File: src/hdl/msiva_pkg.sv
// Types and constants shared by the MSI vector allocator.
`default_nettype none

package msiva_pkg;

   localparam int NUM_VECTORS = 256;
   localparam int VEC_W       = 8;
   localparam int WORD_W      = 64;
   localparam int NUM_WORDS   = NUM_VECTORS / WORD_W;
   localparam int WORD_IDX_W  = 2;
   localparam int BIT_IDX_W   = 6;

   typedef logic [1:0] status_type;

   localparam status_type ST_OK         = 2'd0;
   localparam status_type ST_FULL       = 2'd1;
   localparam status_type ST_NOT_IN_USE = 2'd2;

   localparam logic REQ_ALLOC   = 1'b0;
   localparam logic REQ_RELEASE = 1'b1;

   localparam logic MAP_LINEAR  = 1'b0;
   localparam logic MAP_SCATTER = 1'b1;

   typedef enum logic [1:0] {
      S_IDLE,
      S_LOOK,
      S_DONE
   } state_type;

endpackage

`default_nettype wire

File: src/hdl/msi_vector_allocator.sv
// MSI vector allocator: first-free allocation over a bitmap held in a small memory.
//
// A request word on the req_ channel either allocates the lowest free vector or releases
// the named one; each request yields exactly one response word on the rsp_ channel with a
// status, the vector and its interrupt line and bit under the current mapping mode.
// The in-use bitmap lives in a four-row memory of 64-bit words with a registered read.
// The first row read is issued in the accepting cycle. An allocation reads rows in turn
// until one has a free bit or the last row is read; a release reads only the named
// vector's row. Each result passes from the registered row read into a pending register
// and then into the response register. A new request is accepted in the cycle after the
// previous response is registered, so requests do not overlap.
// A response waits in the output register while rsp_ready is low; the block still
// accepts and processes the next request, holding its result until the register frees.
// Reset marks every row invalid, which reads as all vectors free, so no clearing pass
// is needed, and sets the mapping mode to linear. The mode register is written through
// csr_wr_en and csr_wr_data; the user must do so only while the block is idle (not enforced).
`default_nettype none

module msi_vector_allocator (
   input  wire                       clock,
   input  wire                       reset,
   input  wire                       req_valid,
   output logic                      req_ready,
   input  wire                       req_type,
   input  wire  [7:0]                req_vector,
   output logic                      rsp_valid,
   input  wire                       rsp_ready,
   output msiva_pkg::status_type     rsp_status,
   output logic [7:0]                rsp_vector_out,
   output logic [1:0]                rsp_line,
   output logic [5:0]                rsp_line_bit,
   input  wire                       csr_wr_en,
   input  wire                       csr_wr_data
);

   import msiva_pkg::*;

   logic [WORD_W-1:0]     mem [NUM_WORDS];
   logic [WORD_W-1:0]     rd_data_ff;
   logic [NUM_WORDS-1:0]  row_valid_ff;

   state_type             state_ff, state_in;
   logic                  op_type_ff;
   logic [VEC_W-1:0]      op_vec_ff;
   logic [WORD_IDX_W-1:0] idx_ff, idx_in;
   logic                  mapping_mode_ff;

   status_type            pend_status_ff, pend_status_in;
   logic [VEC_W-1:0]      pend_vec_ff, pend_vec_in;
   logic                  pend_load;

   logic                  rsp_valid_ff;
   status_type            rsp_status_ff;
   logic [VEC_W-1:0]      rsp_vec_ff;
   logic [1:0]            rsp_line_ff;
   logic [5:0]            rsp_bit_ff;
   logic                  rsp_load;

   logic [WORD_IDX_W-1:0] rd_addr;
   logic                  wr_en;
   logic [WORD_W-1:0]     wr_data;
   logic                  accept;

   logic [WORD_W-1:0]     word_cur;
   logic                  has_free;
   logic [BIT_IDX_W-1:0]  free_pos;
   logic [BIT_IDX_W-1:0]  rel_bit;

   function automatic logic [BIT_IDX_W-1:0] first_zero(input logic [WORD_W-1:0] w);
      logic [BIT_IDX_W-1:0] pos;
      pos = '0;
      for (int i = WORD_W - 1; i >= 0; i--) begin
         if (!w[i]) begin
            pos = BIT_IDX_W'(i);
         end
      end
      return pos;
   endfunction

   assign accept   = req_valid && req_ready;
   assign word_cur = row_valid_ff[idx_ff] ? rd_data_ff : '0;
   assign has_free = ~(&word_cur);
   assign free_pos = first_zero(word_cur);
   assign rel_bit  = op_vec_ff[BIT_IDX_W-1:0];

   // Next state.
   always_comb begin
      state_in = state_ff;
      unique case (state_ff)
         S_IDLE: begin
            if (accept) begin
               state_in = S_LOOK;
            end
         end
         S_LOOK: begin
            if (op_type_ff == REQ_RELEASE || has_free ||
                idx_ff == WORD_IDX_W'(NUM_WORDS - 1)) begin
               state_in = S_DONE;
            end
         end
         S_DONE: begin
            if (!rsp_valid_ff || rsp_ready) begin
               state_in = S_IDLE;
            end
         end
         default: state_in = S_IDLE;
      endcase
   end

   // State machine outputs.
   always_comb begin
      req_ready      = 1'b0;
      rd_addr        = idx_ff;
      idx_in         = idx_ff;
      wr_en          = 1'b0;
      wr_data        = word_cur;
      pend_load      = 1'b0;
      pend_status_in = ST_OK;
      pend_vec_in    = op_vec_ff;
      rsp_load       = 1'b0;
      unique case (state_ff)
         S_IDLE: begin
            req_ready = 1'b1;
            rd_addr   = (req_type == REQ_ALLOC) ? '0 : req_vector[VEC_W-1 -: WORD_IDX_W];
            idx_in    = rd_addr;
         end
         S_LOOK: begin
            if (op_type_ff == REQ_RELEASE) begin
               wr_en          = 1'b1;
               wr_data        = word_cur & ~(WORD_W'(1) << rel_bit);
               pend_load      = 1'b1;
               pend_status_in = word_cur[rel_bit] ? ST_OK : ST_NOT_IN_USE;
               pend_vec_in    = op_vec_ff;
            end else if (has_free) begin
               wr_en          = 1'b1;
               wr_data        = word_cur | (WORD_W'(1) << free_pos);
               pend_load      = 1'b1;
               pend_status_in = ST_OK;
               pend_vec_in    = {idx_ff, free_pos};
            end else if (idx_ff == WORD_IDX_W'(NUM_WORDS - 1)) begin
               pend_load      = 1'b1;
               pend_status_in = ST_FULL;
               pend_vec_in    = '0;
            end else begin
               rd_addr = idx_ff + WORD_IDX_W'(1);
               idx_in  = rd_addr;
            end
         end
         S_DONE: begin
            rsp_load = !rsp_valid_ff || rsp_ready;
         end
         default: begin
            req_ready = 1'b0;
         end
      endcase
   end

   always_ff @(posedge clock) begin
      rd_data_ff <= mem[rd_addr];
      if (wr_en) begin
         mem[idx_ff] <= wr_data;
      end
   end

   always_ff @(posedge clock) begin
      if (reset) begin
         state_ff        <= S_IDLE;
         row_valid_ff    <= '0;
         mapping_mode_ff <= MAP_LINEAR;
         rsp_valid_ff    <= 1'b0;
      end else begin
         state_ff <= state_in;
         if (wr_en) begin
            row_valid_ff[idx_ff] <= 1'b1;
         end
         if (csr_wr_en) begin
            mapping_mode_ff <= csr_wr_data;
         end
         if (rsp_load) begin
            rsp_valid_ff <= 1'b1;
         end else if (rsp_ready) begin
            rsp_valid_ff <= 1'b0;
         end
      end
   end

   always_ff @(posedge clock) begin
      idx_ff <= idx_in;
      if (accept) begin
         op_type_ff <= req_type;
         op_vec_ff  <= req_vector;
      end
      if (pend_load) begin
         pend_status_ff <= pend_status_in;
         pend_vec_ff    <= pend_vec_in;
      end
      if (rsp_load) begin
         rsp_status_ff <= pend_status_ff;
         rsp_vec_ff    <= pend_vec_ff;
         if (mapping_mode_ff == MAP_SCATTER) begin
            rsp_line_ff <= pend_vec_ff[1:0];
            rsp_bit_ff  <= pend_vec_ff[7:2];
         end else begin
            rsp_line_ff <= pend_vec_ff[7:6];
            rsp_bit_ff  <= pend_vec_ff[5:0];
         end
      end
   end

   assign rsp_valid      = rsp_valid_ff;
   assign rsp_status     = rsp_status_ff;
   assign rsp_vector_out = rsp_vec_ff;
   assign rsp_line       = rsp_line_ff;
   assign rsp_line_bit   = rsp_bit_ff;

endmodule

`default_nettype wire
File: config.mk
export PLATFORM = sky130hd
export DESIGN_NAME = msi_vector_allocator
export DESIGN_NICKNAME = d
export VERILOG_FILES = /design/src/hdl/msiva_pkg.sv /design/src/hdl/msi_vector_allocator.sv
export SDC_FILE = /design/constraint.sdc
export NUM_CORES = 1
export LEC_CHECK = 0
export BUFFER_PORTS_ARGS = -buffer_cell sky130_fd_sc_hd__buf_2
export CORE_MARGIN = 3
export CORE_UTILIZATION = 30
export CTS_BUF_LIST = sky130_fd_sc_hd__clkbuf_16
export DETAILED_ROUTE_END_ITERATION = 10
export GPL_TIMING_DRIVEN = 0
export PLACE_DENSITY_LB_ADDON = 0.15
export SETUP_SLACK_MARGIN = 0.1
export SYNTH_ARGS = -nofsm -noshare
export SYNTH_HDL_FRONTEND = slang
export SYNTH_SLANG_ARGS = --single-unit
File: constraint.sdc
create_clock -name clock -period 8.6 [get_ports clock]
set_input_delay 2.58 -clock clock [delete_from_list [all_inputs] [get_ports clock]]
set_output_delay 2.58 -clock clock [all_outputs]
set_load 0.01 [all_outputs]
# Yosys cells after proc, flatten, opt, wreduce, memory -nomap -nowiden
# Memory sizes are Yosys's and may differ from the RTL's. A register that Yosys moved wholly into a read port is not among the register bits.
# Index checks and enable logic that the tools add are counted.
dict set report word_totals {
  in_bits 15
  mem_count 1
  rom_bits 0
  output_inout_bits 20
  word_cells 147
  ramBits 256
  latchBits 0
  ff_bits 47
}
dict set report op_classes {
  n_reduce_logical 10
  n_div 0
  add_sub_neg 1
  muxes 106
  shift 2
  magnitude_cmp 3
  bitwise 5
  eq_ne 6
  mul 0
}
# memory words width read_ports rd_ports_with_merged_regs wr line_no
set mem_list {}
lappend mem_list {mem 4 64 1 1 1 msi_vector_allocator.sv:38} ;# logic [WORD_W-1:0] mem [NUM_WORDS];
# op count
set op_table {}
lappend op_table {{2-to-1 mux 6 bit} 65}
lappend op_table {{2-to-1 mux 64 bit} 4}
lappend op_table {{left shift 1 x 6 -> 64 bit, first input constant} 2}
lappend op_table {{AND 64 bit} 1}
lappend op_table {{inverter 64 bit} 1}
lappend op_table {{bitwise OR 64 bit} 1}
lappend op_table {{AND reduction 64 bit} 1}
lappend op_table {{2-to-1 mux 8 bit} 4}
lappend op_table {{2-to-1 mux 2 bit} 10}
lappend op_table {{2-to-1 mux 1 bit} 18}
lappend op_table {{< comparator 6 x 7 -> 1 bit, second input constant} 1}
lappend op_table {{binary-select mux 1 bit (select 6 bit)} 1}
lappend op_table {{inequality test 2 bit, second input constant} 3}
lappend op_table {{case mux 2 bit (3 select lines)} 1}
lappend op_table {{== test 2 bit, second input constant} 2}
lappend op_table {{bitwise OR 4 bit} 1}
lappend op_table {{case mux 2 bit (2 select lines)} 1}
lappend op_table {{logical OR 1 bit} 3}
lappend op_table {{< comparator 2 x 3 -> 1 bit, second input constant} 1}
lappend op_table {{AND reduction 3 bit} 1}
lappend op_table {{adder 2 x 1 -> 2 bit, second input constant} 1}
lappend op_table {{binary-select mux 1 bit (select 2 bit)} 1}
lappend op_table {{demux 1 bit (select 2 bit)} 1}
lappend op_table {{== test 2 x 1 -> 1 bit, second input constant} 1}
lappend op_table {{other kinds (6)} 7}

# Logic depth before layout (Yosys ltp)
dict set report logic_depth {
  depth_word 72
  mapped_depth 12
}

# Worst setup path after synthesis
# OpenSTA, ideal clock, no wires.
dict set report synth_timing {
  path_kind {register -> register}
  from {reg idx_ff[0]}
  to {mem mem[2][0], enable pin}
  n_path_buf 1
  required_time_ns 7.930
  stages_incl_launch_ff 8
  t_arrival_ns 8.097
  setup_slack_ns -0.167
  cell_sequence {dfxtp_1 > mux4_2 > buf_4 > nand3_1 > nor3_1 > nand4_1 > nor2_1 > nor4b_1}
}
dict set report synth_via {
  elab_chain_len 9
}
# element line_no
set synth_lines {}
lappend synth_lines {{start: declaration} msi_vector_allocator.sv:45} ;# logic [WORD_IDX_W-1:0] idx_ff, idx_in;
lappend synth_lines {{start signal: assignment} msi_vector_allocator.sv:188} ;# idx_ff <= idx_in;
lappend synth_lines {{binary-select mux 1 bit (select 2 bit)} msi_vector_allocator.sv:81} ;# assign word_cur = row_valid_ff[idx_ff] ? rd_data_ff : '0;
lappend synth_lines {{2-to-1 mux 1 bit (not written as such)} msi_vector_allocator.sv:81}
lappend synth_lines {{2-to-1 mux 64 bit} msi_vector_allocator.sv:81}
lappend synth_lines {{AND reduction 64 bit} msi_vector_allocator.sv:82} ;# assign has_free = ~(&word_cur);
lappend synth_lines {{2-to-1 mux 1 bit} msi_vector_allocator.sv:134} ;# end else if (has_free) begin
lappend synth_lines {{2-to-1 mux 1 bit} msi_vector_allocator.sv:128} ;# if (op_type_ff == REQ_RELEASE) begin
lappend synth_lines {{2-to-1 mux 1 bit} msi_vector_allocator.sv:121} ;# unique case (state_ff)
lappend synth_lines {{2-to-1 mux 1 bit} msi_vector_allocator.sv:160} ;# if (wr_en) begin
lappend synth_lines {{2-to-1 mux 1 bit (not written as such)} msi_vector_allocator.sv:161} ;# mem[idx_ff] <= wr_data;
lappend synth_lines {{end: declaration} msi_vector_allocator.sv:38}
# Several ways; a longest one is shown, not always the timed one. The select of a mux whose other input is x is not followed.

# Worst setup path in the final report
dict set report layout_timing {
  from {in req_vector[7]}
  to {reg rd_data_ff[32] (read register of mem)}
}
dict set report layout_via {
  elab_chain_len 2
}
# element line_no
set layout_lines {}
lappend layout_lines {{start: declaration} msi_vector_allocator.sv:25} ;# input wire [7:0] req_vector,
lappend layout_lines {{2-to-1 mux 2 bit} msi_vector_allocator.sv:124} ;# rd_addr = (req_type == REQ_ALLOC) ? '0 : req_vector[VEC_W-1 -: WORD_IDX_W];
lappend layout_lines {{case mux 2 bit (2 select lines)} msi_vector_allocator.sv:121}
lappend layout_lines {{end: declaration} msi_vector_allocator.sv:39} ;# logic [WORD_W-1:0] rd_data_ff;
# Every way passes these cells.
# A chain may end at the register's enable or synchronous reset.

==> impl.org <==
** STA
- Subtracting the final worst setup slack from the clock period gives 4000 ps.
- Relative max-transition margin :: 35.8%
- Worst Max-Slew Pin Slew :: 963 ps
- Final max-slew violation count :: 0
- The clock arrives with 21.6 ps of skew.
- Setup violations remaining at the end of the flow were counted as 0.
- Final WS setup :: 4600 ps
- The final count of hold timing violations was 0.
- F_max :: 0.250 GHz
- Setup repair after global routing left no endpoint under its margin.
- Of the available clock period, the critical path in the final layout requires 46.5%.
- Hold is met by 425 ps.

** Global route
- For this run, global-route usage on met2 was measured as 27.3%.
- The global routing stage identified its most utilized layer as met2.
- Total track usage :: 18.2%
- In the global route stage, met1 resource usage came out at 25.8%.
- Maximum number of pins on one net before global-route repair :: 19
- The total overflow left after global routing is 0.
- First-pass GRT wire length :: 74.1 mm
- In the global route stage, met3 resource usage came out at 4.22%.
- The initial antenna violation count came to 0.
- The number of global-route vias before repair was 10900.

** Worst setup path
- The endpoint identified for the worst register-to-register timing path is mem[0][37].
- Crit start category :: input pin
- The critical path is of the in2reg type.
- Reg2Reg Depth :: 10
- Worst EP required :: 8960 ps
- Endpoint type of the worst setup path :: flip-flop
- Last element of the critical path :: rd_data_ff[32]
- Worst reg2reg setup slack :: 4830 ps
- At the worst endpoint, the arrival time is 4360 ps.
- The critical path starts at req_vector[7].
- Of all nets on the critical path, the largest fanout is 10.
- The startpoint identified for the worst register-to-register timing path is rd_data_ff[41].

** Synthesis
- Number of synthesis warnings :: 0
- Number of instances in the synthesized netlist :: 1269
- Counting flops and latches in the post-synthesis netlist gives 367.
- Proportion of netlist area held by the largest area contributor :: 56.1%
- Yosys mapped a number of flops with a built-in enable equal to 293.
- Mapped cell area :: 0.0157 mm²
- Commonest register cell after synthesis :: sky130_fd_sc_hd__edfxtp_1
- Fraction of synthesis flops using an asynchronous set or reset pin :: 0%
- Sequential cell area fraction in the yosys report :: 65.6%
- Sorting the synthesized cells by area gives the leading types as sky130_fd_sc_hd__edfxtp_1 56%, sky130_fd_sc_hd__dfxtp_1 9.5%, sky130_fd_sc_hd__nand2_1 5.9%, sky130_fd_sc_hd__a32oi_1 3.6%, sky130_fd_sc_hd__o211ai_1 3.1%.
- The most common cell in the synthesized netlist is sky130_fd_sc_hd__edfxtp_1.
- Net count after synthesis :: 1284
- List of most frequent post-synthesis cells :: 293 x sky130_fd_sc_hd__edfxtp_1, 248 x sky130_fd_sc_hd__nand2_1, 80 x sky130_fd_sc_hd__a21oi_1
- Summed over all instances, the cell type with the most area after synthesis is sky130_fd_sc_hd__edfxtp_1.
- Counting distinct cell types in the post-synthesis netlist gives 69.
- Post-synthesis average cell area :: 12.3 µm²

** Hold path
- Worst min path class :: reg2reg

** Clocking
- Counting the buffers created by CTS gives 42.
- The tree built by TritonCTS fans out to 367 sinks.
- The H-tree was split into 2 levels.
- Clock latency on the worst-skew pair :: 560 ps
- CTS tree :: done
- Clock-pin slew was measured on the worst setup and hold paths at 50 ps.
- Number of gates given a new drive strength after cts :: 0
- Clock Tree Buf Depth :: 3
- Clk Tree Root Cell :: sky130_fd_sc_hd__clkbuf_16
- For this design, the CTS-stage hold fixing added 0 buffers.
- Number of buffers added for setup after CTS :: 0

** Pwr
- Power Dens Cells :: 234 mW/mm²
- The design draws 4300 µW.
- Standby leakage power :: 0.00621 µW
- Peak supply drop :: 0.127 mV

** Placed design
- Pre-CTS setup slack :: 4050 ps
- Dpl hpwl :: 34.4 mm
- Global placer's final weighted congestion :: 0.922
- PortBufs :: 34

** Cells and area
- Compared with the post-synthesis result, the final layout area differs by 17.0%.
- After the last flow step, the layout net total stands at 1395.
- The post-route netlist has 16.0% of its cells at a drive strength greater than 1.

** Die
- Die outline width :: 235 µm
- I/O pin count :: 35
- Total Die Area :: 0.0550 mm²
- The initialized floorplan defines 83 standard-cell rows.
- The total area inside the core boundary comes to 0.0515 mm².
- Initial Utilization :: 30.4%
- Chip Height :: 235 µm

** Detailed routing
- The routed design has 49.9 mm of wire.
- Vias post-DR :: 11300
- Number of DRC violations after detailed routing :: 0
- Pre-antenna DRT Iters :: 5
- Remaining antenna violation count after routing :: 0
- Detailed Route Iter0 Violations :: 1080
- In the routed layout, each cell is associated on average with a via count of 5.41.
- In the final routed layout, each cell accounts on average for 23.8 µm.

** Outcome
- Status :: completed

** Job
- The tool flagged a number of max-cap violations equal to 0.
## kinds of logic after synthesis
logic type,Yosys count,share of synthesized area (%)
buf+inv,97,2.86
mux,32,3.57
flops,367,65.6
compound gates,359,15.7
simple gates,414,12.3
## flip-flops by register name, indices dropped and copies added, names as in the netlist, 4 cells and up
name	count
row_valid_ff	4
rd_data_ff	64
pend_vec_ff	8
mem	256
rsp_vector_out	8
rsp_line_bit	6
op_vec_ff	8
## layout by cell type, fill, tap and decap left out, types with 5 or more instances in the layout
cell	n
sky130_fd_sc_hd__nor2b_1	13
sky130_fd_sc_hd__clkbuf_1	27
sky130_fd_sc_hd__clkbuf_16	43
sky130_fd_sc_hd__a211oi_1	7
sky130_fd_sc_hd__buf_2	74
sky130_fd_sc_hd__o211ai_1	65
sky130_fd_sc_hd__edfxtp_1	293
sky130_fd_sc_hd__nor2_1	20
sky130_fd_sc_hd__mux2_2	11
sky130_fd_sc_hd__and4_1	13
sky130_fd_sc_hd__buf_4	15
sky130_fd_sc_hd__o21ai_2	9
sky130_fd_sc_hd__nand2_1	248
sky130_fd_sc_hd__nor3_1	5
sky130_fd_sc_hd__clkinv_2	5
sky130_fd_sc_hd__nand2b_1	11
sky130_fd_sc_hd__and2_1	7
sky130_fd_sc_hd__dfxtp_1	74
sky130_fd_sc_hd__mux4_2	18
sky130_fd_sc_hd__o31ai_1	7
sky130_fd_sc_hd__buf_6	22
sky130_fd_sc_hd__o21ai_1	14
sky130_fd_sc_hd__nor4_1	6
sky130_fd_sc_hd__and3_1	8
sky130_fd_sc_hd__a21oi_1	80
sky130_fd_sc_hd__o21ai_0	66
sky130_fd_sc_hd__clkinv_1	11
sky130_fd_sc_hd__nand4_1	20
sky130_fd_sc_hd__inv_1	29
sky130_fd_sc_hd__nand3_1	43
sky130_fd_sc_hd__a32oi_1	64
## where the power goes
part / internal [µW] / switching [µW]
registers: 2020 / 137
logic: 180 / 336
clock network: 935 / 691
total: 3130 / 1160
## metrics by stage
step	std cells	util, %	area [µm²]	TNS, ps
3_5_place_dp	2016	33.1	17100	0
5_1_grt	2092	35.6	18300	0
6_report	2093	35.6	18300	0
3_3_place_gp	1983	32.4	16700	-800790
4_1_cts	2092	35.6	18300	0
2_1_floorplan	1269	-	15700	0
## cell type report
type                    count  area (µm²)
well taps                 680         851
inverters                  20        75.1
diodes                      1        2.50
repair buffers             67         515
flip-flops and latches    367       10300
fillers                  5132       33200
plain buffers              77         373
multi-input cells         805        4980
clock inverters            33         185
clock buffers              43        1080
## layer usage
metal | part of all wire (%) | vias to the layer above
met5 | 0 | -
met4 | 3.2 | 0
met3 | 7.1 | 97
met2 | 44 | 395
met1 | 46 | 5687
li1 | - | 5154
## critical path, stage by stage
cell and delay (ps):
sky130_fd_sc_hd__buf_2 100, sky130_fd_sc_hd__nand2_1 50, sky130_fd_sc_hd__nand2_1 70, sky130_fd_sc_hd__nand3b_1 90, sky130_fd_sc_hd__o21ai_1 270, sky130_fd_sc_hd__buf_2 410, sky130_fd_sc_hd__clkbuf_1 500, sky130_fd_sc_hd__a32oi_1 270
## how the worst min path moves through the flow
stage | startpoint | to | cells after the start
6_report | pend_status_ff[0] | rsp_status[0] | 0
5_1_grt | pend_status_ff[0] | rsp_status[0] | 0
4_1_cts | pend_status_ff[0] | rsp_status[0] | 0
3_5_place_dp | pend_status_ff[1] | rsp_status[1] | 0
3_3_place_gp | pend_status_ff[1] | rsp_status[1] | 0
2_1_floorplan | pend_status_ff[0] | rsp_status[0] | 0
(Power assumes the default switching activity.)
